===== src/gstm_pkg.sv =====
`timescale 1ns / 1ps
// ----------------------------------------------------------------------------
// Gravity time-step minimum: shared package
// Field widths, configuration register indexes and dimension codes used by
// the channel interfaces and the core.
// ----------------------------------------------------------------------------
package gstm_pkg;

  // Payload widths.
  localparam int unsigned SpeedW = 32;  // sound speed, unsigned Q16.16
  localparam int unsigned GrunW  = 16;  // Gruneisen parameter, unsigned Q4.12
  localparam int unsigned DtW    = 32;  // time step, unsigned Q16.16
  localparam int unsigned GravW  = 24;  // gravity component, signed Q8.16

  // Configuration port.
  localparam int unsigned CfgIdxW  = 3;
  localparam int unsigned CfgDataW = GravW;

  typedef logic [CfgIdxW-1:0] cfg_idx_t;

  localparam cfg_idx_t CFG_GRAVITY_ENABLE = 3'd0;
  localparam cfg_idx_t CFG_NUM_DIMS       = 3'd1;
  localparam cfg_idx_t CFG_GRAVITY_X      = 3'd2;
  localparam cfg_idx_t CFG_GRAVITY_Y      = 3'd3;
  localparam cfg_idx_t CFG_GRAVITY_Z      = 3'd4;

  // Problem dimension codes. Zero is handled like one dimension.
  typedef logic [1:0] dims_t;

  localparam dims_t DIMS_1D = 2'd1;
  localparam dims_t DIMS_2D = 2'd2;
  localparam dims_t DIMS_3D = 2'd3;

endpackage


===== src/gstm_if.sv =====
`timescale 1ns / 1ps
// ----------------------------------------------------------------------------
// Gravity time-step minimum: channel interfaces
// Valid/ready channels for cell requests, result requests and register writes.
// ----------------------------------------------------------------------------

// Cell request channel.
interface gstm_in_if import gstm_pkg::*; ();
  logic              valid;
  logic              ready;
  logic [SpeedW-1:0] cell_speed;
  logic [GrunW-1:0]  gruneisen;
  logic              last_cell;

  modport source (output valid, output cell_speed, output gruneisen, output last_cell,
                  input ready);
  modport sink   (input valid, input cell_speed, input gruneisen, input last_cell,
                  output ready);
endinterface

// Result request channel.
interface gstm_out_if import gstm_pkg::*; ();
  logic           valid;
  logic           ready;
  logic [DtW-1:0] dt_stable;
  logic           unlimited;

  modport source (output valid, output dt_stable, output unlimited, input ready);
  modport sink   (input valid, input dt_stable, input unlimited, output ready);
endinterface

// Register write channel.
interface gstm_cfg_if import gstm_pkg::*; ();
  logic                valid;
  logic                ready;
  cfg_idx_t            index;
  logic [CfgDataW-1:0] data;

  modport source (output valid, output index, output data, input ready);
  modport sink   (input valid, input index, input data, output ready);
endinterface


===== src/gravity_stable_timestep_min_core.sv =====
`timescale 1ns / 1ps
// ----------------------------------------------------------------------------
// Gravity time-step minimum core
// Running minimum of c / (|g| * sqrt(2*G*(G+1))) over a patch of cells,
// computed with a bit-serial multiplier, square root and divider.
// ----------------------------------------------------------------------------
//
//  Channel  | Direction | Payload                              | Accepted when
//  ---------+-----------+--------------------------------------+----------------------
//  cfg_i    | in        | index (3 b), data (24 b)             | valid & ready
//  in_i     | in        | cell_speed, gruneisen, last_cell     | valid & ready
//  out_o    | out       | dt_stable, unlimited                 | valid & ready
//
// Sequence: while gravity is enabled a cell passes through G*(G+1), its
// root, the denominator product and the quotient, one bit per cycle each,
// plus the zero and saturation checks and the update of the minimum. The first
// cell after a gravity or dimension write also forms |g| in 2D or 3D: the
// squares, then their root. With gravity disabled a cell goes straight to FIN.
// Reset: asynchronous, active low; the minimum returns to all ones and the
// configuration registers to gravity disabled, one dimension and zero gravity.
// Stalls: a new cell is taken while a result waits on out_o; only a second
// result that finds the output register still full holds the core.
// ----------------------------------------------------------------------------
module gravity_stable_timestep_min_core import gstm_pkg::*; (
  input  logic       clk_i,
  input  logic       rst_ni,
  gstm_cfg_if.sink   cfg_i,
  gstm_in_if.sink    in_i,
  gstm_out_if.source out_o
);

  // Sequencer states. Each arithmetic phase reuses one of the serial units.
  localparam logic [3:0] ST_IDLE  = 4'd0;   // waiting for a cell
  localparam logic [3:0] ST_SQX   = 4'd1;   // accumulate gx^2
  localparam logic [3:0] ST_SQY   = 4'd2;   // accumulate gy^2
  localparam logic [3:0] ST_SQZ   = 4'd3;   // accumulate gz^2
  localparam logic [3:0] ST_GROOT = 4'd4;   // |g| = sqrt(sum of squares)
  localparam logic [3:0] ST_GMUL  = 4'd5;   // G * (G + 1)
  localparam logic [3:0] ST_SROOT = 4'd6;   // s = sqrt(2 * G * (G + 1))
  localparam logic [3:0] ST_DEN   = 4'd7;   // den = |g| * s
  localparam logic [3:0] ST_DCHK  = 4'd8;   // zero and saturation checks
  localparam logic [3:0] ST_DIV   = 4'd9;   // dt = c * 2^28 / den
  localparam logic [3:0] ST_UPD   = 4'd10;  // fold dt into the minimum
  localparam logic [3:0] ST_FIN   = 4'd11;  // emit the result on a last cell

  localparam logic [5:0] MulSqCycles = 6'd24;
  localparam logic [5:0] MulGCycles  = 6'd16;
  localparam logic [5:0] RootGCycles = 6'd24;
  localparam logic [5:0] RootSCycles = 6'd17;
  localparam logic [5:0] MulDCycles  = 6'd17;
  localparam logic [5:0] DivCycles   = 6'd32;

  localparam logic [16:0] GrunOne = 17'd4096;  // 1.0 in Q4.12

  function automatic logic [GravW-1:0] abs24(input logic [GravW-1:0] v);
    abs24 = v[GravW-1] ? (~v + 1'b1) : v;
  endfunction

  // Configuration registers.
  logic             en_q, en_d;
  dims_t            dims_q, dims_d;
  logic [GravW-1:0] gx_q, gx_d, gy_q, gy_d, gz_q, gz_d;

  // Control state.
  logic [3:0]       state_q, state_d;
  logic [5:0]       cnt_q, cnt_d;
  logic             gmag_vld_q, gmag_vld_d;
  logic [DtW-1:0]   min_q, min_d;
  logic             seen_q, seen_d;
  logic             out_vld_q, out_vld_d;

  // Datapath registers.
  logic [SpeedW-1:0] c_q, c_d;
  logic [GrunW-1:0]  gru_q, gru_d;
  logic              last_q, last_d;
  logic [47:0]       mc_q, mc_d;       // multiplicand, shifts left
  logic [23:0]       mp_q, mp_d;       // multiplier, shifts right
  logic [47:0]       acc_q, acc_d;     // product accumulator
  logic [47:0]       rad_q, rad_d;     // radicand, two bits leave per cycle
  logic [25:0]       rem_q, rem_d;     // root remainder
  logic [23:0]       root_q, root_d;
  logic [23:0]       gmag_q, gmag_d;   // |g|, Q8.16
  logic [40:0]       den_q, den_d;     // Q.28
  logic [40:0]       drem_q, drem_d;   // partial remainder of the quotient
  logic [3:0]        dbits_q, dbits_d; // low dividend bits still to shift in
  logic [DtW-1:0]    quo_q, quo_d;
  logic [DtW-1:0]    out_dt_q, out_dt_d;
  logic              out_unl_q, out_unl_d;

  // Serial multiplier step.
  logic [47:0] mul_acc;
  logic        step_last;
  assign mul_acc   = acc_q + (mp_q[0] ? mc_q : 48'd0);
  assign step_last = (cnt_q == 6'd1);

  // Restoring square root step.
  logic [27:0] rt_part, rt_trial, rt_diff;
  logic        rt_ge;
  logic [23:0] rt_root;
  assign rt_part  = {rem_q, rad_q[47:46]};
  assign rt_trial = {2'b00, root_q, 2'b01};
  assign rt_ge    = (rt_part >= rt_trial);
  assign rt_diff  = rt_ge ? (rt_part - rt_trial) : rt_part;
  assign rt_root  = {root_q[22:0], rt_ge};

  // Restoring division step.
  logic [41:0] dv_part, dv_diff;
  logic        dv_ge;
  assign dv_part = {drem_q, dbits_q[3]};
  assign dv_ge   = (dv_part >= {1'b0, den_q});
  assign dv_diff = dv_ge ? (dv_part - {1'b0, den_q}) : dv_part;

  // Gravity component magnitudes and the Gruneisen operand.
  logic [GravW-1:0] ax, ay, az;
  logic [GrunW-1:0] gru_src;
  logic [16:0]      gru_p1;
  logic             one_dim;
  logic             out_free;
  assign ax       = abs24(gx_q);
  assign ay       = abs24(gy_q);
  assign az       = abs24(gz_q);
  assign gru_src  = (state_q == ST_IDLE) ? in_i.gruneisen : gru_q;
  assign gru_p1   = {1'b0, gru_src} + GrunOne;
  assign one_dim  = (dims_q != DIMS_2D) && (dims_q != DIMS_3D);
  assign out_free = !out_vld_q || out_o.ready;

  assign in_i.ready      = (state_q == ST_IDLE);
  assign cfg_i.ready     = 1'b1;
  assign out_o.valid     = out_vld_q;
  assign out_o.dt_stable = out_dt_q;
  assign out_o.unlimited = out_unl_q;

  always_comb begin
    en_d       = en_q;
    dims_d     = dims_q;
    gx_d       = gx_q;
    gy_d       = gy_q;
    gz_d       = gz_q;
    state_d    = state_q;
    cnt_d      = cnt_q;
    gmag_vld_d = gmag_vld_q;
    min_d      = min_q;
    seen_d     = seen_q;
    out_vld_d  = out_vld_q;
    c_d        = c_q;
    gru_d      = gru_q;
    last_d     = last_q;
    mc_d       = mc_q;
    mp_d       = mp_q;
    acc_d      = acc_q;
    rad_d      = rad_q;
    rem_d      = rem_q;
    root_d     = root_q;
    gmag_d     = gmag_q;
    den_d      = den_q;
    drem_d     = drem_q;
    dbits_d    = dbits_q;
    quo_d      = quo_q;
    out_dt_d   = out_dt_q;
    out_unl_d  = out_unl_q;

    if (out_vld_q && out_o.ready) begin
      out_vld_d = 1'b0;
    end

    case (state_q)
      ST_IDLE: begin
        if (in_i.valid) begin
          c_d    = in_i.cell_speed;
          gru_d  = in_i.gruneisen;
          last_d = in_i.last_cell;
          if (!en_q) begin
            state_d = ST_FIN;
          end else if (one_dim || gmag_vld_q) begin
            if (one_dim) begin
              gmag_d     = ax;
              gmag_vld_d = 1'b1;
            end
            mc_d    = {31'd0, gru_p1};
            mp_d    = {8'd0, in_i.gruneisen};
            acc_d   = 48'd0;
            cnt_d   = MulGCycles;
            state_d = ST_GMUL;
          end else begin
            mc_d    = {24'd0, ax};
            mp_d    = ax;
            acc_d   = 48'd0;
            cnt_d   = MulSqCycles;
            state_d = ST_SQX;
          end
        end
      end
      ST_SQX, ST_SQY, ST_SQZ, ST_GMUL, ST_DEN: begin
        acc_d = mul_acc;
        mc_d  = {mc_q[46:0], 1'b0};
        mp_d  = {1'b0, mp_q[23:1]};
        cnt_d = cnt_q - 6'd1;
        if (step_last) begin
          case (state_q)
            ST_SQX: begin
              mc_d    = {24'd0, ay};
              mp_d    = ay;
              cnt_d   = MulSqCycles;
              state_d = ST_SQY;
            end
            ST_SQY: begin
              if (dims_q == DIMS_3D) begin
                mc_d    = {24'd0, az};
                mp_d    = az;
                cnt_d   = MulSqCycles;
                state_d = ST_SQZ;
              end else begin
                rad_d   = mul_acc;
                rem_d   = 26'd0;
                root_d  = 24'd0;
                cnt_d   = RootGCycles;
                state_d = ST_GROOT;
              end
            end
            ST_SQZ: begin
              rad_d   = mul_acc;
              rem_d   = 26'd0;
              root_d  = 24'd0;
              cnt_d   = RootGCycles;
              state_d = ST_GROOT;
            end
            ST_GMUL: begin
              // 2*G*(G+1) is at most 34 bits; align it to the top of the radicand.
              rad_d   = {mul_acc[32:0], 15'd0};
              rem_d   = 26'd0;
              root_d  = 24'd0;
              cnt_d   = RootSCycles;
              state_d = ST_SROOT;
            end
            default: begin
              den_d   = mul_acc[40:0];
              state_d = ST_DCHK;
            end
          endcase
        end
      end
      ST_GROOT, ST_SROOT: begin
        rem_d  = rt_diff[25:0];
        root_d = rt_root;
        rad_d  = {rad_q[45:0], 2'b00};
        cnt_d  = cnt_q - 6'd1;
        if (step_last) begin
          if (state_q == ST_GROOT) begin
            gmag_d     = rt_root;
            gmag_vld_d = 1'b1;
            mc_d       = {31'd0, gru_p1};
            mp_d       = {8'd0, gru_q};
            acc_d      = 48'd0;
            cnt_d      = MulGCycles;
            state_d    = ST_GMUL;
          end else begin
            mc_d    = {24'd0, gmag_q};
            mp_d    = {7'd0, rt_root[16:0]};
            acc_d   = 48'd0;
            cnt_d   = MulDCycles;
            state_d = ST_DEN;
          end
        end
      end
      ST_DCHK: begin
        if (den_q == 41'd0) begin
          // A zero denominator sets no limit.
          state_d = ST_FIN;
        end else if ({den_q, 4'd0} <= {13'd0, c_q}) begin
          // The quotient reaches 2^32: saturate.
          quo_d   = '1;
          state_d = ST_UPD;
        end else begin
          drem_d  = {13'd0, c_q[31:4]};
          dbits_d = c_q[3:0];
          cnt_d   = DivCycles;
          state_d = ST_DIV;
        end
      end
      ST_DIV: begin
        drem_d  = dv_diff[40:0];
        dbits_d = {dbits_q[2:0], 1'b0};
        quo_d   = {quo_q[DtW-2:0], dv_ge};
        cnt_d   = cnt_q - 6'd1;
        if (step_last) begin
          state_d = ST_UPD;
        end
      end
      ST_UPD: begin
        if (quo_q < min_q) begin
          min_d = quo_q;
        end
        seen_d  = 1'b1;
        state_d = ST_FIN;
      end
      ST_FIN: begin
        if (!last_q) begin
          state_d = ST_IDLE;
        end else if (out_free) begin
          out_vld_d = 1'b1;
          out_dt_d  = en_q ? min_q : '1;
          out_unl_d = en_q ? !seen_q : 1'b1;
          min_d     = '1;
          seen_d    = 1'b0;
          state_d   = ST_IDLE;
        end
      end
      default: begin
        state_d = ST_IDLE;
      end
    endcase

    // Register writes. A change of gravity or dimension invalidates |g|.
    if (cfg_i.valid) begin
      case (cfg_i.index)
        CFG_GRAVITY_ENABLE: en_d = cfg_i.data[0];
        CFG_NUM_DIMS: begin
          dims_d     = cfg_i.data[1:0];
          gmag_vld_d = 1'b0;
        end
        CFG_GRAVITY_X: begin
          gx_d       = cfg_i.data;
          gmag_vld_d = 1'b0;
        end
        CFG_GRAVITY_Y: begin
          gy_d       = cfg_i.data;
          gmag_vld_d = 1'b0;
        end
        CFG_GRAVITY_Z: begin
          gz_d       = cfg_i.data;
          gmag_vld_d = 1'b0;
        end
        default: ;
      endcase
    end
  end

  always_ff @(posedge clk_i or negedge rst_ni) begin
    if (!rst_ni) begin
      en_q       <= 1'b0;
      dims_q     <= DIMS_1D;
      gx_q       <= '0;
      gy_q       <= '0;
      gz_q       <= '0;
      state_q    <= ST_IDLE;
      cnt_q      <= '0;
      gmag_vld_q <= 1'b0;
      min_q      <= '1;
      seen_q     <= 1'b0;
      out_vld_q  <= 1'b0;
    end else begin
      en_q       <= en_d;
      dims_q     <= dims_d;
      gx_q       <= gx_d;
      gy_q       <= gy_d;
      gz_q       <= gz_d;
      state_q    <= state_d;
      cnt_q      <= cnt_d;
      gmag_vld_q <= gmag_vld_d;
      min_q      <= min_d;
      seen_q     <= seen_d;
      out_vld_q  <= out_vld_d;
    end
  end

  always_ff @(posedge clk_i) begin
    c_q       <= c_d;
    gru_q     <= gru_d;
    last_q    <= last_d;
    mc_q      <= mc_d;
    mp_q      <= mp_d;
    acc_q     <= acc_d;
    rad_q     <= rad_d;
    rem_q     <= rem_d;
    root_q    <= root_d;
    gmag_q    <= gmag_d;
    den_q     <= den_d;
    drem_q    <= drem_d;
    dbits_q   <= dbits_d;
    quo_q     <= quo_d;
    out_dt_q  <= out_dt_d;
    out_unl_q <= out_unl_d;
  end

  // The partial remainder of the quotient always stays below the divisor.
  assert property (@(posedge clk_i) disable iff (!rst_ni)
    (state_q == ST_DIV) |-> (drem_q < den_q))
    else $error("division remainder not below divisor");

  // The root remainder never exceeds twice the partial root.
  assert property (@(posedge clk_i) disable iff (!rst_ni)
    ((state_q == ST_GROOT) || (state_q == ST_SROOT)) |-> (rem_q <= {1'b0, root_q, 1'b0}))
    else $error("square root remainder out of range");

  // Without a limit in the patch the minimum stays at all ones.
  assert property (@(posedge clk_i) disable iff (!rst_ni)
    !seen_q |-> (min_q == '1))
    else $error("minimum changed without a limit");

  // A finished patch loads the result and clears the running state.
  assert property (@(posedge clk_i) disable iff (!rst_ni)
    ((state_q == ST_FIN) && last_q && out_free) |=> (!seen_q && out_vld_q))
    else $error("patch result not loaded or state not cleared");

endmodule

===== src/flat_wrapper.sv =====
// flat-port wrapper written by rule: the top's interface ports become plain ports
module gravity_stable_timestep_min_core_flat import gstm_pkg::*;
  (clk_i, rst_ni, cfg_i_valid, cfg_i_index, cfg_i_data, cfg_i_ready, in_i_valid, in_i_cell_speed, in_i_gruneisen, in_i_last_cell, in_i_ready, out_o_valid, out_o_dt_stable, out_o_unlimited, out_o_ready);
  gstm_cfg_if cfg_i_i ();
  gstm_in_if in_i_i ();
  gstm_out_if out_o_i ();
  input  logic clk_i;
  input  logic rst_ni;
  input wire logic [$bits(cfg_i_i.valid)-1:0] cfg_i_valid;
  input wire logic [$bits(cfg_i_i.index)-1:0] cfg_i_index;
  input wire logic [$bits(cfg_i_i.data)-1:0] cfg_i_data;
  output wire logic [$bits(cfg_i_i.ready)-1:0] cfg_i_ready;
  input wire logic [$bits(in_i_i.valid)-1:0] in_i_valid;
  input wire logic [$bits(in_i_i.cell_speed)-1:0] in_i_cell_speed;
  input wire logic [$bits(in_i_i.gruneisen)-1:0] in_i_gruneisen;
  input wire logic [$bits(in_i_i.last_cell)-1:0] in_i_last_cell;
  output wire logic [$bits(in_i_i.ready)-1:0] in_i_ready;
  output wire logic [$bits(out_o_i.valid)-1:0] out_o_valid;
  output wire logic [$bits(out_o_i.dt_stable)-1:0] out_o_dt_stable;
  output wire logic [$bits(out_o_i.unlimited)-1:0] out_o_unlimited;
  input wire logic [$bits(out_o_i.ready)-1:0] out_o_ready;
  assign cfg_i_i.valid = cfg_i_valid;
  assign cfg_i_i.index = cfg_i_index;
  assign cfg_i_i.data = cfg_i_data;
  assign cfg_i_ready = cfg_i_i.ready;
  assign in_i_i.valid = in_i_valid;
  assign in_i_i.cell_speed = in_i_cell_speed;
  assign in_i_i.gruneisen = in_i_gruneisen;
  assign in_i_i.last_cell = in_i_last_cell;
  assign in_i_ready = in_i_i.ready;
  assign out_o_valid = out_o_i.valid;
  assign out_o_dt_stable = out_o_i.dt_stable;
  assign out_o_unlimited = out_o_i.unlimited;
  assign out_o_i.ready = out_o_ready;
  gravity_stable_timestep_min_core u_core (.clk_i(clk_i), .rst_ni(rst_ni), .cfg_i(cfg_i_i), .in_i(in_i_i), .out_o(out_o_i));
endmodule

===== config.mk =====
export PLATFORM = sky130hd
export DESIGN_NAME = gravity_stable_timestep_min_core_flat
export DESIGN_NICKNAME = d
export VERILOG_FILES = /design/src/gstm_pkg.sv /design/src/gstm_if.sv /design/src/gravity_stable_timestep_min_core.sv /design/src/flat_wrapper.sv
export SDC_FILE = /design/constraint.sdc
export NUM_CORES = 1
export LEC_CHECK = 0
export BUFFER_PORTS_ARGS = -buffer_cell sky130_fd_sc_hd__buf_2
export CORE_ASPECT_RATIO = 1.75
export CORE_MARGIN = 1
export CORE_UTILIZATION = 64
export CTS_CLUSTER_SIZE = 40
export DETAILED_ROUTE_END_ITERATION = 10
export PLACE_DENSITY = 0.82
export SETUP_SLACK_MARGIN = 0.02
export SYNTH_ARGS = -nofsm -noshare
export SYNTH_HDL_FRONTEND = slang
export SYNTH_SLANG_ARGS = --single-unit

===== constraint.sdc =====
create_clock -name clk_i -period 18.8 [get_ports clk_i]
set_input_delay 1.88 -clock clk_i [delete_from_list [all_inputs] [get_ports clk_i]]
set_output_delay 1.88 -clock clk_i [all_outputs]
set_load 0.05 [all_outputs]

-- Word level (Yosys, flattened, before mapping)
Index checks and enable logic that the tools add are counted.
- flip-flop bits (word level): 562
- input port bits: 81
- output and inout bits: 36
- add/sub/neg operators: 8
- order comparisons: 4
- equality and inequality tests: 37
- muxes and demuxes: 101
- bitwise logic cells: 4
- reductions and logical operators: 39
- operator list (kind ; number):
    48-bit two-way mux ; 11
    24-bit two-way mux ; 19
    48-bit case mux with 3 select lines ; 3
    24-bit case mux with 2 select lines ; 4
    48-bit case mux with 2 select lines ; 2
    32-bit two-way mux ; 5
    32-bit case mux with 2 select lines ; 2
    41-bit two-way mux ; 3
    26-bit case mux with 2 select lines ; 2
    41-bit case mux with 2 select lines ; 1
    26-bit two-way mux ; 3
    24-bit by 1-bit adder with 24-bit output (second input constant) ; 3
    24-bit NOT ; 3
    24-bit case mux with 3 select lines ; 1
    48-bit adder ; 1
    45-bit by 32-bit <= comparator with 1-bit output ; 1
    4-bit two-way mux ; 11
    42-bit by 41-bit greater-or-equal comparator with 1-bit output ; 1
    41-bit logical NOT ; 1
    41-bit subtractor ; 1
    6-bit two-way mux ; 6
    32-bit less-than comparator ; 1
    6-bit case mux with 5 select lines ; 1
    28-bit by 26-bit greater-or-equal comparator with 1-bit output ; 1
    other kinds (45) ; 106

-- Depth between registers and ports, before layout
Gate-level depths: netlist (run 1).
- word-level depth: 9
- gate-level depth with buffers: 15
- gate-level depth less buffers: 14

-- Worst setup path after synthesis (run 1)
No wires, ideal clock.
- path type: input-to-reg
- start point: input in_i_valid
- end point: register u_core.acc_q[0] (enable)
- library setup time: 0.600 ns
- arrival time: 7.103 ns
- data required time: 18.200 ns
- slack: 11.096 ns
- cell stages on the path: 4
- path through: nand2_1 > nand2_1 > o21ai_0 > nor2_1
- longest elaborated chain between the ends: 2
- ends and longest elaborated chain (element ; RTL line ; RTL):
    from (decl) ; flat_wrapper.sv:13 ; input wire logic [$bits(in_i_i.valid)-1:0] in_i_valid;
    2-bit != test (no source line) ; n/a ;
    4-bit AND reduction (no source line) ; n/a ;
    to (signal assigned) ; gravity_stable_timestep_min_core.sv:372 ; acc_q <= acc_d;
    to (decl) ; gravity_stable_timestep_min_core.sv:78 ; logic [47:0] acc_q, acc_d;
No other way between the ends.
A chain may end at the register's enable or synchronous reset.

-- Final worst setup path (run 1)
- start point: register u_core.state_q[2]
- end point: output in_i_ready
- longest elaborated chain between the ends: 1
- ends and longest elaborated chain (element ; RTL line ; RTL):
    from (decl) ; gravity_stable_timestep_min_core.sv:65 ; logic [3:0] state_q, state_d;
    from (signal assigned) ; gravity_stable_timestep_min_core.sv:357 ; state_q <= state_d;
    4-bit logical NOT ; gravity_stable_timestep_min_core.sv:127 ; assign in_i.ready = (state_q == ST_IDLE);
    to (decl) ; flat_wrapper.sv:17 ; output wire logic [$bits(in_i_i.ready)-1:0] in_i_ready;
No other way between the ends.

==> impl_metrics.xml, run 1 <==
<?xml version="1.0" encoding="UTF-8"?>
<metrics>
  <group name="job">
    <metric name="timing.max_cap.violations" unit="">0</metric>
  </group>
  <group name="pwr">
    <metric name="sw_frac_of_total" unit="%">43.48</metric>
    <metric name="power_switching" unit="µW">2964</metric>
    <metric name="pd_cells" unit="nW/µm²">190.5</metric>
    <metric name="power.ir.vdd_worst" unit="mV">0.1513</metric>
    <metric name="cellLeakagePower" unit="µW">0.01419</metric>
    <metric name="power" unit="µW">6817</metric>
    <metric name="cell_internal_power_dissipation" unit="µW">3853</metric>
    <metric name="p_seq_share" unit="%">34.3</metric>
    <metric name="clock_network_fraction_of_total_power" unit="%">16.3</metric>
    <metric name="power.combinational.fraction" unit="%">49.4</metric>
  </group>
  <group name="setup_path">
    <metric name="worstSetupStartpoint" unit="">u_core.state_q[2]$_DFFE_PN0P_</metric>
    <metric name="critical_path.startpoint_type" unit="">flop</metric>
    <metric name="cp.arrival" unit="ns">2.77</metric>
    <metric name="crit_required" unit="ns">16.92</metric>
    <metric name="worstSetupEndpointType" unit="">output port</metric>
    <metric name="critical_path_type" unit="">flop to output port</metric>
    <metric name="reg2reg_from" unit="">u_core.den_q[0]$_DFFE_PP_</metric>
    <metric name="max_fanout_on_critical_path" unit="">24</metric>
    <metric name="ff2ff_path_depth" unit="">11</metric>
  </group>
  <group name="grt">
    <metric name="remaining_overflow_grt" unit="">0</metric>
    <metric name="grt_pass1_vias" unit="">26470</metric>
    <metric name="antenna_violations_before_repair" unit="">1</metric>
    <metric name="grt_pass1_wl" unit="mm">144.9</metric>
    <metric name="grt_start_max_net_pins" unit="">79</metric>
    <metric name="track_usage" unit="%">36.07</metric>
  </group>
  <group name="die">
    <metric name="die_area" unit="µm²">52240</metric>
    <metric name="core" unit="µm²">50600</metric>
    <metric name="fp-row-count" unit="">109</metric>
    <metric name="ioPinCount" unit="">117</metric>
    <metric name="die_y" unit="µm">301.6</metric>
    <metric name="die-width" unit="µm">173.2</metric>
    <metric name="floorplan.initialDensity" unit="%">64.88</metric>
  </group>
  <group name="route">
    <metric name="routed_wire_length" unit="mm">94.08</metric>
    <metric name="via_per_inst" unit="">6.583</metric>
    <metric name="ant_nets" unit="">0</metric>
    <metric name="drt-initial-drc-count" unit="">2154</metric>
    <metric name="detailedRoute.firstPassIterationCount" unit="">6</metric>
    <metric name="vias_post_dr" unit="">26090</metric>
    <metric name="detail_route.wl_per_cell" unit="µm">23.74</metric>
    <metric name="drt_drc_violations_left" unit="">0</metric>
  </group>
  <group name="clock_tree">
    <metric name="cts_buffers" unit="">51</metric>
    <metric name="cts.clk_slew.worst_paths" unit="ns">0.07</metric>
    <metric name="clk_root_buffer_cell" unit="">sky130_fd_sc_hd__clkbuf_16</metric>
    <metric name="post_cts_resized" unit="">0</metric>
    <metric name="clk_path_buf_depth" unit="">3</metric>
    <metric name="cts_htree_levels" unit="">2</metric>
    <metric name="hold_buffers" unit="">0</metric>
    <metric name="clkSinkCount" unit="">562</metric>
    <metric name="post-cts-setup-buffers" unit="">0</metric>
    <metric name="clkLatencyLatePin" unit="ns">0.61</metric>
    <metric name="clock_tree_from_tritoncts" unit="">done</metric>
  </group>
  <group name="timing">
    <metric name="final_hold_viol_count" unit="">0</metric>
    <metric name="rsz0062_at_grt" unit="">false</metric>
    <metric name="timing_max_transition_violations_final" unit="">0</metric>
    <metric name="worst_tran_pin_value" unit="ns">1.260</metric>
    <metric name="finalCritPeriodShare" unit="%">24.75</metric>
    <metric name="tns" unit="ns">0</metric>
    <metric name="max_freq" unit="GHz">0.2149</metric>
    <metric name="min_period" unit="ns">4.653</metric>
    <metric name="final_report_setup_violation_count" unit="">0</metric>
    <metric name="timing.slew.headroom" unit="%">15.08</metric>
    <metric name="setup_slack" unit="ns">14.15</metric>
    <metric name="fin_skew" unit="ns">0.02765</metric>
  </group>
  <group name="logic_synthesis">
    <metric name="ys_ff_latch" unit="">562</metric>
    <metric name="top_flip_flop_cell_by_instance_count_after_synthesis" unit="">sky130_fd_sc_hd__edfxtp_1</metric>
    <metric name="synth_cells" unit="">3191</metric>
    <metric name="ys_seq_area_share" unit="%">49.70</metric>
    <metric name="netlist_area" unit="µm²">32830</metric>
    <metric name="post_synthesis_mean_instance_area" unit="µm²">10.29</metric>
    <metric name="syn_nets" unit="">3453</metric>
    <metric name="synth.distinct_cells" unit="">81</metric>
    <metric name="ys_async_sr_fraction" unit="%">21.35</metric>
    <metric name="yosys_warning_count" unit="">0</metric>
    <metric name="synth-edff-count" unit="">442</metric>
  </group>
  <group name="worst_hold_path">
    <metric name="hp-class" unit="">flop to flop</metric>
    <metric name="worst_hold_path.num_cells" unit="">1</metric>
    <metric name="min_from" unit="">u_core.cnt_q[3]$_DFFE_PN0P_</metric>
  </group>
  <group name="place">
    <metric name="io_buffers" unit="">115</metric>
    <metric name="place_worst_setup_slack" unit="ns">14.34</metric>
    <metric name="postPlaceCellArea" unit="µm²">34030</metric>
    <metric name="gp_routability_congestion" unit="">1.019</metric>
    <metric name="post-dp-hpwl" unit="mm">67.85</metric>
  </group>
  <group name="outcome">
    <metric name="run_status" unit="">finished clean</metric>
  </group>
  <group name="cells_and_area">
    <metric name="area_delta_synth_final" unit="%">9.022</metric>
    <metric name="post_route_cells_drive_above_1_share" unit="%">11.83</metric>
    <metric name="design_area" unit="µm²">35790</metric>
    <metric name="final_util" unit="%">70.73</metric>
    <metric name="nets" unit="">3516</metric>
  </group>
</metrics>
==> stage by stage <==
stage	cells	hold slack, ns
4_1_cts	3962	0.5113
5_1_grt	3963	0.5220
6_report	3963	0.5140
3_5_place_dp	3867	0.4883
2_1_floorplan	3191	0.4594
3_3_place_gp	3867	0.4840
==> power by group through the flow <==
stage	clock network (µW)	registers, µW	logic, µW
after CTS	1120	2330	3300
after global routing	1160	2370	3640
after global placement	0	2330	3190
after floorplan	0	2290	2320
after detailed placement	0	2350	3280
final	1110	2340	3370
==> worst max-delay path: stages, from the launching register on <==
cell	delay, ns
sky130_fd_sc_hd__dfrtp_1	0.63
sky130_fd_sc_hd__or2_2	0.45
sky130_fd_sc_hd__nor3_2	0.32
sky130_fd_sc_hd__buf_4	0.41
sky130_fd_sc_hd__buf_2	0.34
==> placed cells by master (no fill, tap or decap), types with 11 or more instances in the layout <==
cell and count:
sky130_fd_sc_hd__nor2b_1 25, sky130_fd_sc_hd__o21bai_1 18, sky130_fd_sc_hd__o21ai_1 21, sky130_fd_sc_hd__mux2_2 78
sky130_fd_sc_hd__o22ai_1 17, sky130_fd_sc_hd__o21a_1 20, sky130_fd_sc_hd__o22a_1 40, sky130_fd_sc_hd__nand2_1 259
sky130_fd_sc_hd__o221ai_1 14, sky130_fd_sc_hd__o21ai_0 183, sky130_fd_sc_hd__buf_2 114, sky130_fd_sc_hd__a211oi_1 24
sky130_fd_sc_hd__nand3_1 39, sky130_fd_sc_hd__and2_1 114, sky130_fd_sc_hd__or3_1 49, sky130_fd_sc_hd__dfrtp_1 87
sky130_fd_sc_hd__a21o_1 66, sky130_fd_sc_hd__ha_1 179, sky130_fd_sc_hd__nand4_1 39, sky130_fd_sc_hd__xnor2_1 93
sky130_fd_sc_hd__dfstp_2 33, sky130_fd_sc_hd__xor2_1 76, sky130_fd_sc_hd__inv_1 186, sky130_fd_sc_hd__buf_4 39
sky130_fd_sc_hd__nor4_1 24, sky130_fd_sc_hd__nand2b_1 26, sky130_fd_sc_hd__mux2i_1 39, sky130_fd_sc_hd__and3_1 17
sky130_fd_sc_hd__o211ai_1 31, sky130_fd_sc_hd__o31ai_1 36, sky130_fd_sc_hd__nor3_1 48, sky130_fd_sc_hd__clkbuf_16 51
sky130_fd_sc_hd__a31oi_1 36, sky130_fd_sc_hd__nor2_1 278, sky130_fd_sc_hd__edfxtp_1 442, sky130_fd_sc_hd__clkinv_2 11
sky130_fd_sc_hd__a21oi_1 240
==> flip-flops by register name, indices dropped and copies added, names as in the netlist, 26 cells and up <==
register	count
u_core.acc_q	48
u_core.c_q	32
u_core.den_q	41
u_core.drem_q	41
u_core.mc_q	48
u_core.min_q	32
u_core.out_o.dt_stable	32
u_core.quo_q	32
u_core.rad_q	48
u_core.rem_q	26
==> synth_stat cells, types with 19 or more instances <==
master / n / area [µm²]
sky130_fd_sc_hd__edfxtp_1: 442 / 13270
sky130_fd_sc_hd__nor2_1: 285 / 1070
sky130_fd_sc_hd__nand2_1: 260 / 975.9
sky130_fd_sc_hd__a21oi_1: 241 / 1206
sky130_fd_sc_hd__inv_1: 186 / 698.2
sky130_fd_sc_hd__o21ai_0: 183 / 915.9
sky130_fd_sc_hd__ha_1: 179 / 2240
sky130_fd_sc_hd__clkbuf_1: 124 / 465.5
sky130_fd_sc_hd__and2_1: 114 / 713.2
sky130_fd_sc_hd__xnor2_1: 93 / 814.5
sky130_fd_sc_hd__dfrtp_1: 87 / 2177
sky130_fd_sc_hd__mux2_2: 78 / 878.3
sky130_fd_sc_hd__xor2_1: 76 / 665.6
sky130_fd_sc_hd__a21o_1: 66 / 495.5
sky130_fd_sc_hd__nor3_1: 51 / 255.2
sky130_fd_sc_hd__or3_1: 49 / 306.5
sky130_fd_sc_hd__o22a_1: 40 / 350.3
sky130_fd_sc_hd__mux2i_1: 39 / 390.4
sky130_fd_sc_hd__nand3_1: 39 / 195.2
sky130_fd_sc_hd__nand4_1: 39 / 244.0
sky130_fd_sc_hd__o31ai_1: 37 / 277.8
sky130_fd_sc_hd__a31oi_1: 36 / 225.2
sky130_fd_sc_hd__dfstp_2: 33 / 867.1
sky130_fd_sc_hd__o211ai_1: 31 / 232.7
sky130_fd_sc_hd__nand2b_1: 26 / 162.7
sky130_fd_sc_hd__a211oi_1: 25 / 187.7
sky130_fd_sc_hd__nor2b_1: 25 / 156.4
sky130_fd_sc_hd__nor4_1: 24 / 150.1
sky130_fd_sc_hd__o21ai_1: 22 / 110.1
sky130_fd_sc_hd__o21a_1: 20 / 150.1
sky130_fd_sc_hd__and3_1: 19 / 118.9
==> area by class of cell <==
class | instances | area (µm²)
Sequential cell | 562 | 16320
Multi-Input combinational cell | 2299 | 15310
Fill cell | 3708 | 14810
Clock buffer | 61 | 1374
Timing Repair Buffer | 153 | 863.3
Tap cell | 666 | 833.3
Inverter | 187 | 701.9
Clock inverter | 34 | 384.1
Antenna cell | 1 | 2.502
==> cells by family (layout without fill, tap and decap cells) <==
group,after synthesis,count (layout),share of synthesized area (%)
compound gates,863,863,16.92
xor+xnor,169,169,4.509
fa+ha+maj,181,181,6.944
buf+inv,330,435,3.949
flops,562,562,49.70
mux,117,117,3.865
other cells,1,2,0.01142
simple gates,968,968,14.10
==> worst paths after layout <==
| kind | to | slack (ns) |
|---|---|---|
| max in group asynchronous | u_core.state_q[0]$_DFFE_PN0P_ | 16.07 |
| min reg2reg | u_core.cnt_q[3]$_DFFE_PN0P_ | 0.51 |
| min | u_core.cnt_q[3]$_DFFE_PN0P_ | 0.51 |
| min in group asynchronous | u_core.gx_q[5]$_DFFE_PN0P_ | 1.27 |
| max | in_i_ready | 14.15 |
| max reg2reg | u_core.drem_q[17]$_DFFE_PP_ | 14.44 |
==> routing by layer <==
metal | vias to the layer above | routed length (µm) | track usage, %
li1 | 11840 | - | -
met1 | 12620 | 33010 | 38.75
met2 | 1259 | 48160 | 65.47
met3 | 380 | 5275 | 4.097
met4 | 0 | 7643 | 26.59
met5 | - | 0 | 0
(Power assumes the default switching activity.)
==> inputs of run 2 (changes only) <==
Settings changed: CORE_UTILIZATION 64 to 63, PLACE_DENSITY 0.82 to 0.81.
Clock period 18.8 ns to 4.68 ns, I/O delays scaled along.
==> run 2 against run 1 <==
Final cell count increased by 0.86%. Critical path depth rose by 9. Wire length increased by 5.2%. Die area increased by 1.6%. Clock skew rose by 0.0044 ns. Non-clock buffer count increased by 27. Global-route usage up 1.4 points. Largest power group unchanged.
==> impl_metrics.xml, run 2 (synthesis gave the netlist of run 1 again) <==
<?xml version="1.0" encoding="UTF-8"?>
<metrics>
  <group name="outcome">
    <metric name="run_status" unit="">finished clean</metric>
  </group>
  <group name="timing">
    <metric name="timing.slew.headroom" unit="%">6.076</metric>
    <metric name="finalCritPeriodShare" unit="%">88.04</metric>
    <metric name="fin_skew" unit="ns">0.03207</metric>
    <metric name="min_period" unit="ns">4.120</metric>
    <metric name="final_hold_viol_count" unit="">0</metric>
    <metric name="final_report_setup_violation_count" unit="">0</metric>
    <metric name="tns" unit="ns">0</metric>
    <metric name="max_freq" unit="GHz">0.2427</metric>
    <metric name="worst_tran_pin_value" unit="ns">1.397</metric>
    <metric name="timing_max_transition_violations_final" unit="">0</metric>
    <metric name="rsz0062_at_grt" unit="">false</metric>
  </group>
  <group name="cells_and_area">
    <metric name="multi_input_area" unit="µm²">15320</metric>
    <metric name="layout.filler_cells" unit="">3896</metric>
    <metric name="largestRegisters" unit="">u_core.acc_q: 48 flops, u_core.mc_q: 48 flops, u_core.rad_q: 48 flops</metric>
    <metric name="layout_common_cells" unit="">442 x sky130_fd_sc_hd__edfxtp_1, 277 x sky130_fd_sc_hd__nor2_1, 259 x sky130_fd_sc_hd__nand2_1, 240 x sky130_fd_sc_hd__a21oi_1, 186 x sky130_fd_sc_hd__inv_1</metric>
    <metric name="design_area" unit="µm²">36150</metric>
    <metric name="final-seq-area" unit="µm²">16320</metric>
    <metric name="insertedDiodeCount" unit="">0</metric>
    <metric name="most_frequent_standard_cell_in_the_layout_excluding_fill_and_tap_cells" unit="">sky130_fd_sc_hd__edfxtp_1</metric>
    <metric name="area_delta_synth_final" unit="%">10.12</metric>
    <metric name="final_cell_count_no_fill" unit="">3997</metric>
    <metric name="post_route_cells_drive_above_1_share" unit="%">12.48</metric>
    <metric name="nets" unit="">3544</metric>
  </group>
  <group name="setup_path">
    <metric name="worstSetupEndpointType" unit="">flop</metric>
    <metric name="max_fanout_on_critical_path" unit="">43</metric>
    <metric name="reg2reg_setup_slack" unit="ns">0.56</metric>
    <metric name="crit_required" unit="ns">5.00</metric>
    <metric name="critical-path-top-delay-family" unit="">compound AO/OA/AOI/OAI gates</metric>
    <metric name="worstSetupStartpoint" unit="">u_core.den_q[11]$_DFFE_PP_</metric>
    <metric name="ff2ff_path_depth" unit="">13</metric>
    <metric name="cpPeakStageDelay" unit="ns">0.49</metric>
    <metric name="reg2reg_from" unit="">u_core.den_q[11]$_DFFE_PP_</metric>
    <metric name="timing.critical_path.slowest_stage_cell" unit="">sky130_fd_sc_hd__or4_1</metric>
    <metric name="critical_path.startpoint_type" unit="">flop</metric>
    <metric name="worst-path-buf-inv" unit="">2</metric>
    <metric name="cp.arrival" unit="ns">4.44</metric>
    <metric name="cp_cell_sequence" unit="">inv_1, ha_1, a211oi_2, o21bai_1, or4_1, o21a_1, a211oi_2, o31ai_2, a21oi_4, buf_4, nor4_1, a31oi_1, o21ai_0</metric>
    <metric name="rr_endpoint" unit="">u_core.drem_q[7]$_DFFE_PP_</metric>
    <metric name="critical_path_type" unit="">flop to flop</metric>
    <metric name="critPathMostFrequentCell" unit="">sky130_fd_sc_hd__a211oi_2</metric>
  </group>
  <group name="place">
    <metric name="postPlaceCellArea" unit="µm²">34270</metric>
    <metric name="io_buffers" unit="">115</metric>
    <metric name="gp_routability_congestion" unit="">1.011</metric>
    <metric name="place_inst" unit="">3900</metric>
    <metric name="post-dp-hpwl" unit="mm">72.82</metric>
  </group>
  <group name="pwr">
    <metric name="power" unit="µW">28120</metric>
    <metric name="cell_internal_power_dissipation" unit="µW">15860</metric>
    <metric name="clock_network_fraction_of_total_power" unit="%">16.6</metric>
    <metric name="pd_cells" unit="nW/µm²">777.9</metric>
    <metric name="power.combinational.fraction" unit="%">49.9</metric>
    <metric name="p_seq_share" unit="%">33.4</metric>
    <metric name="power.ir.vdd_worst" unit="mV">0.7547</metric>
    <metric name="sw_frac_of_total" unit="%">43.60</metric>
    <metric name="cellLeakagePower" unit="µW">0.01439</metric>
    <metric name="power_switching" unit="µW">12260</metric>
  </group>
  <group name="clock_tree">
    <metric name="post-cts-setup-buffers" unit="">0</metric>
    <metric name="clk_root_buffer_cell" unit="">sky130_fd_sc_hd__clkbuf_16</metric>
    <metric name="clkLatencyLatePin" unit="ns">0.63</metric>
    <metric name="cts_buffers" unit="">52</metric>
    <metric name="cts.clk_slew.worst_paths" unit="ns">0.07</metric>
    <metric name="clock_tree_from_tritoncts" unit="">done</metric>
    <metric name="clk_path_buf_depth" unit="">3</metric>
    <metric name="hold_buffers" unit="">0</metric>
    <metric name="clkSinkCount" unit="">562</metric>
    <metric name="post_cts_resized" unit="">0</metric>
    <metric name="cts_htree_levels" unit="">2</metric>
  </group>
  <group name="grt">
    <metric name="remaining_overflow_grt" unit="">0</metric>
    <metric name="grt_start_max_net_pins" unit="">105</metric>
    <metric name="track_usage" unit="%">37.47</metric>
    <metric name="antenna_violations_before_repair" unit="">0</metric>
    <metric name="grt_pass1_vias" unit="">26870</metric>
    <metric name="grt_pass1_wl" unit="mm">151.6</metric>
  </group>
  <group name="route">
    <metric name="detailedRoute.firstPassIterationCount" unit="">7</metric>
    <metric name="drt_drc_violations_left" unit="">0</metric>
    <metric name="detail_route.wl_per_cell" unit="µm">24.77</metric>
    <metric name="drt-initial-drc-count" unit="">2400</metric>
    <metric name="ant_nets" unit="">0</metric>
    <metric name="routed_wire_length" unit="mm">99.01</metric>
    <metric name="vias_post_dr" unit="">26340</metric>
    <metric name="via_per_inst" unit="">6.589</metric>
  </group>
  <group name="die">
    <metric name="die-width" unit="µm">174.6</metric>
    <metric name="die_y" unit="µm">304.0</metric>
    <metric name="die_area" unit="µm²">53060</metric>
    <metric name="ioPinCount" unit="">117</metric>
    <metric name="floorplan.initialDensity" unit="%">63.77</metric>
    <metric name="core" unit="µm²">51470</metric>
    <metric name="fp-row-count" unit="">110</metric>
  </group>
  <group name="worst_hold_path">
    <metric name="hp-class" unit="">input port to async pin</metric>
  </group>
  <group name="job">
    <metric name="timing.max_cap.violations" unit="">0</metric>
  </group>
</metrics>
## run 2: cell count changes in the layout (fill, tap and decap cells not counted), sizes merged
cell,delta
buf,+27
clkbuf,+10
clkinv,-4
clkinvlp,-2
diode,-1
inv,-2
## run 2: area by class of cell
cell class | instances | area share, %
multi-input cells | 2299 | 42.38
flip-flops and latches | 562 | 45.14
clock buffers | 71 | 4.229
clock inverters | 26 | 0.9656
inverters | 187 | 1.942
well taps | 672 | 2.326
repair buffers | 180 | 3.018
## run 2: through the flow
step	worst slack (ns)	hold WS [ns]	util [%]
3_5_place_dp	0.6769	0.5057	66.58
6_report	0.5597	0.02036	70.23
2_1_floorplan	0.4116	0.1724	-
3_3_place_gp	0.7696	0.4885	66.58
4_1_cts	0.6373	0.002663	70.23
5_1_grt	0.3422	0.01818	70.23
## run 2: power groups by stage
stage	combinational [µW]	sequential (µW)	clock [µW]
finish	14000	9410	4680
floorplan	9330	9080	0
global route	15100	9530	4860
global placement	13200	9390	0
detailed placement	13600	9430	0
CTS	13700	9360	4700
## run 2: worst max path at each step
stage | end | cells after the start
floorplan | u_core.den_q[0]$_DFFE_PP_ | 4
global placement | u_core.rad_q[46]$_DFFE_PP_ | 14
detailed placement | u_core.rad_q[40]$_DFFE_PP_ | 12
CTS | u_core.rad_q[40]$_DFFE_PP_ | 12
global route | u_core.drem_q[7]$_DFFE_PP_ | 13
finish | u_core.drem_q[7]$_DFFE_PP_ | 13
## run 2: per-layer routing
layer	global-route usage [%]	part of all wire, %
met5	0	0
met4	29.71	9.0
met3	3.848	5.4
met2	67.02	51
met1	39.92	34
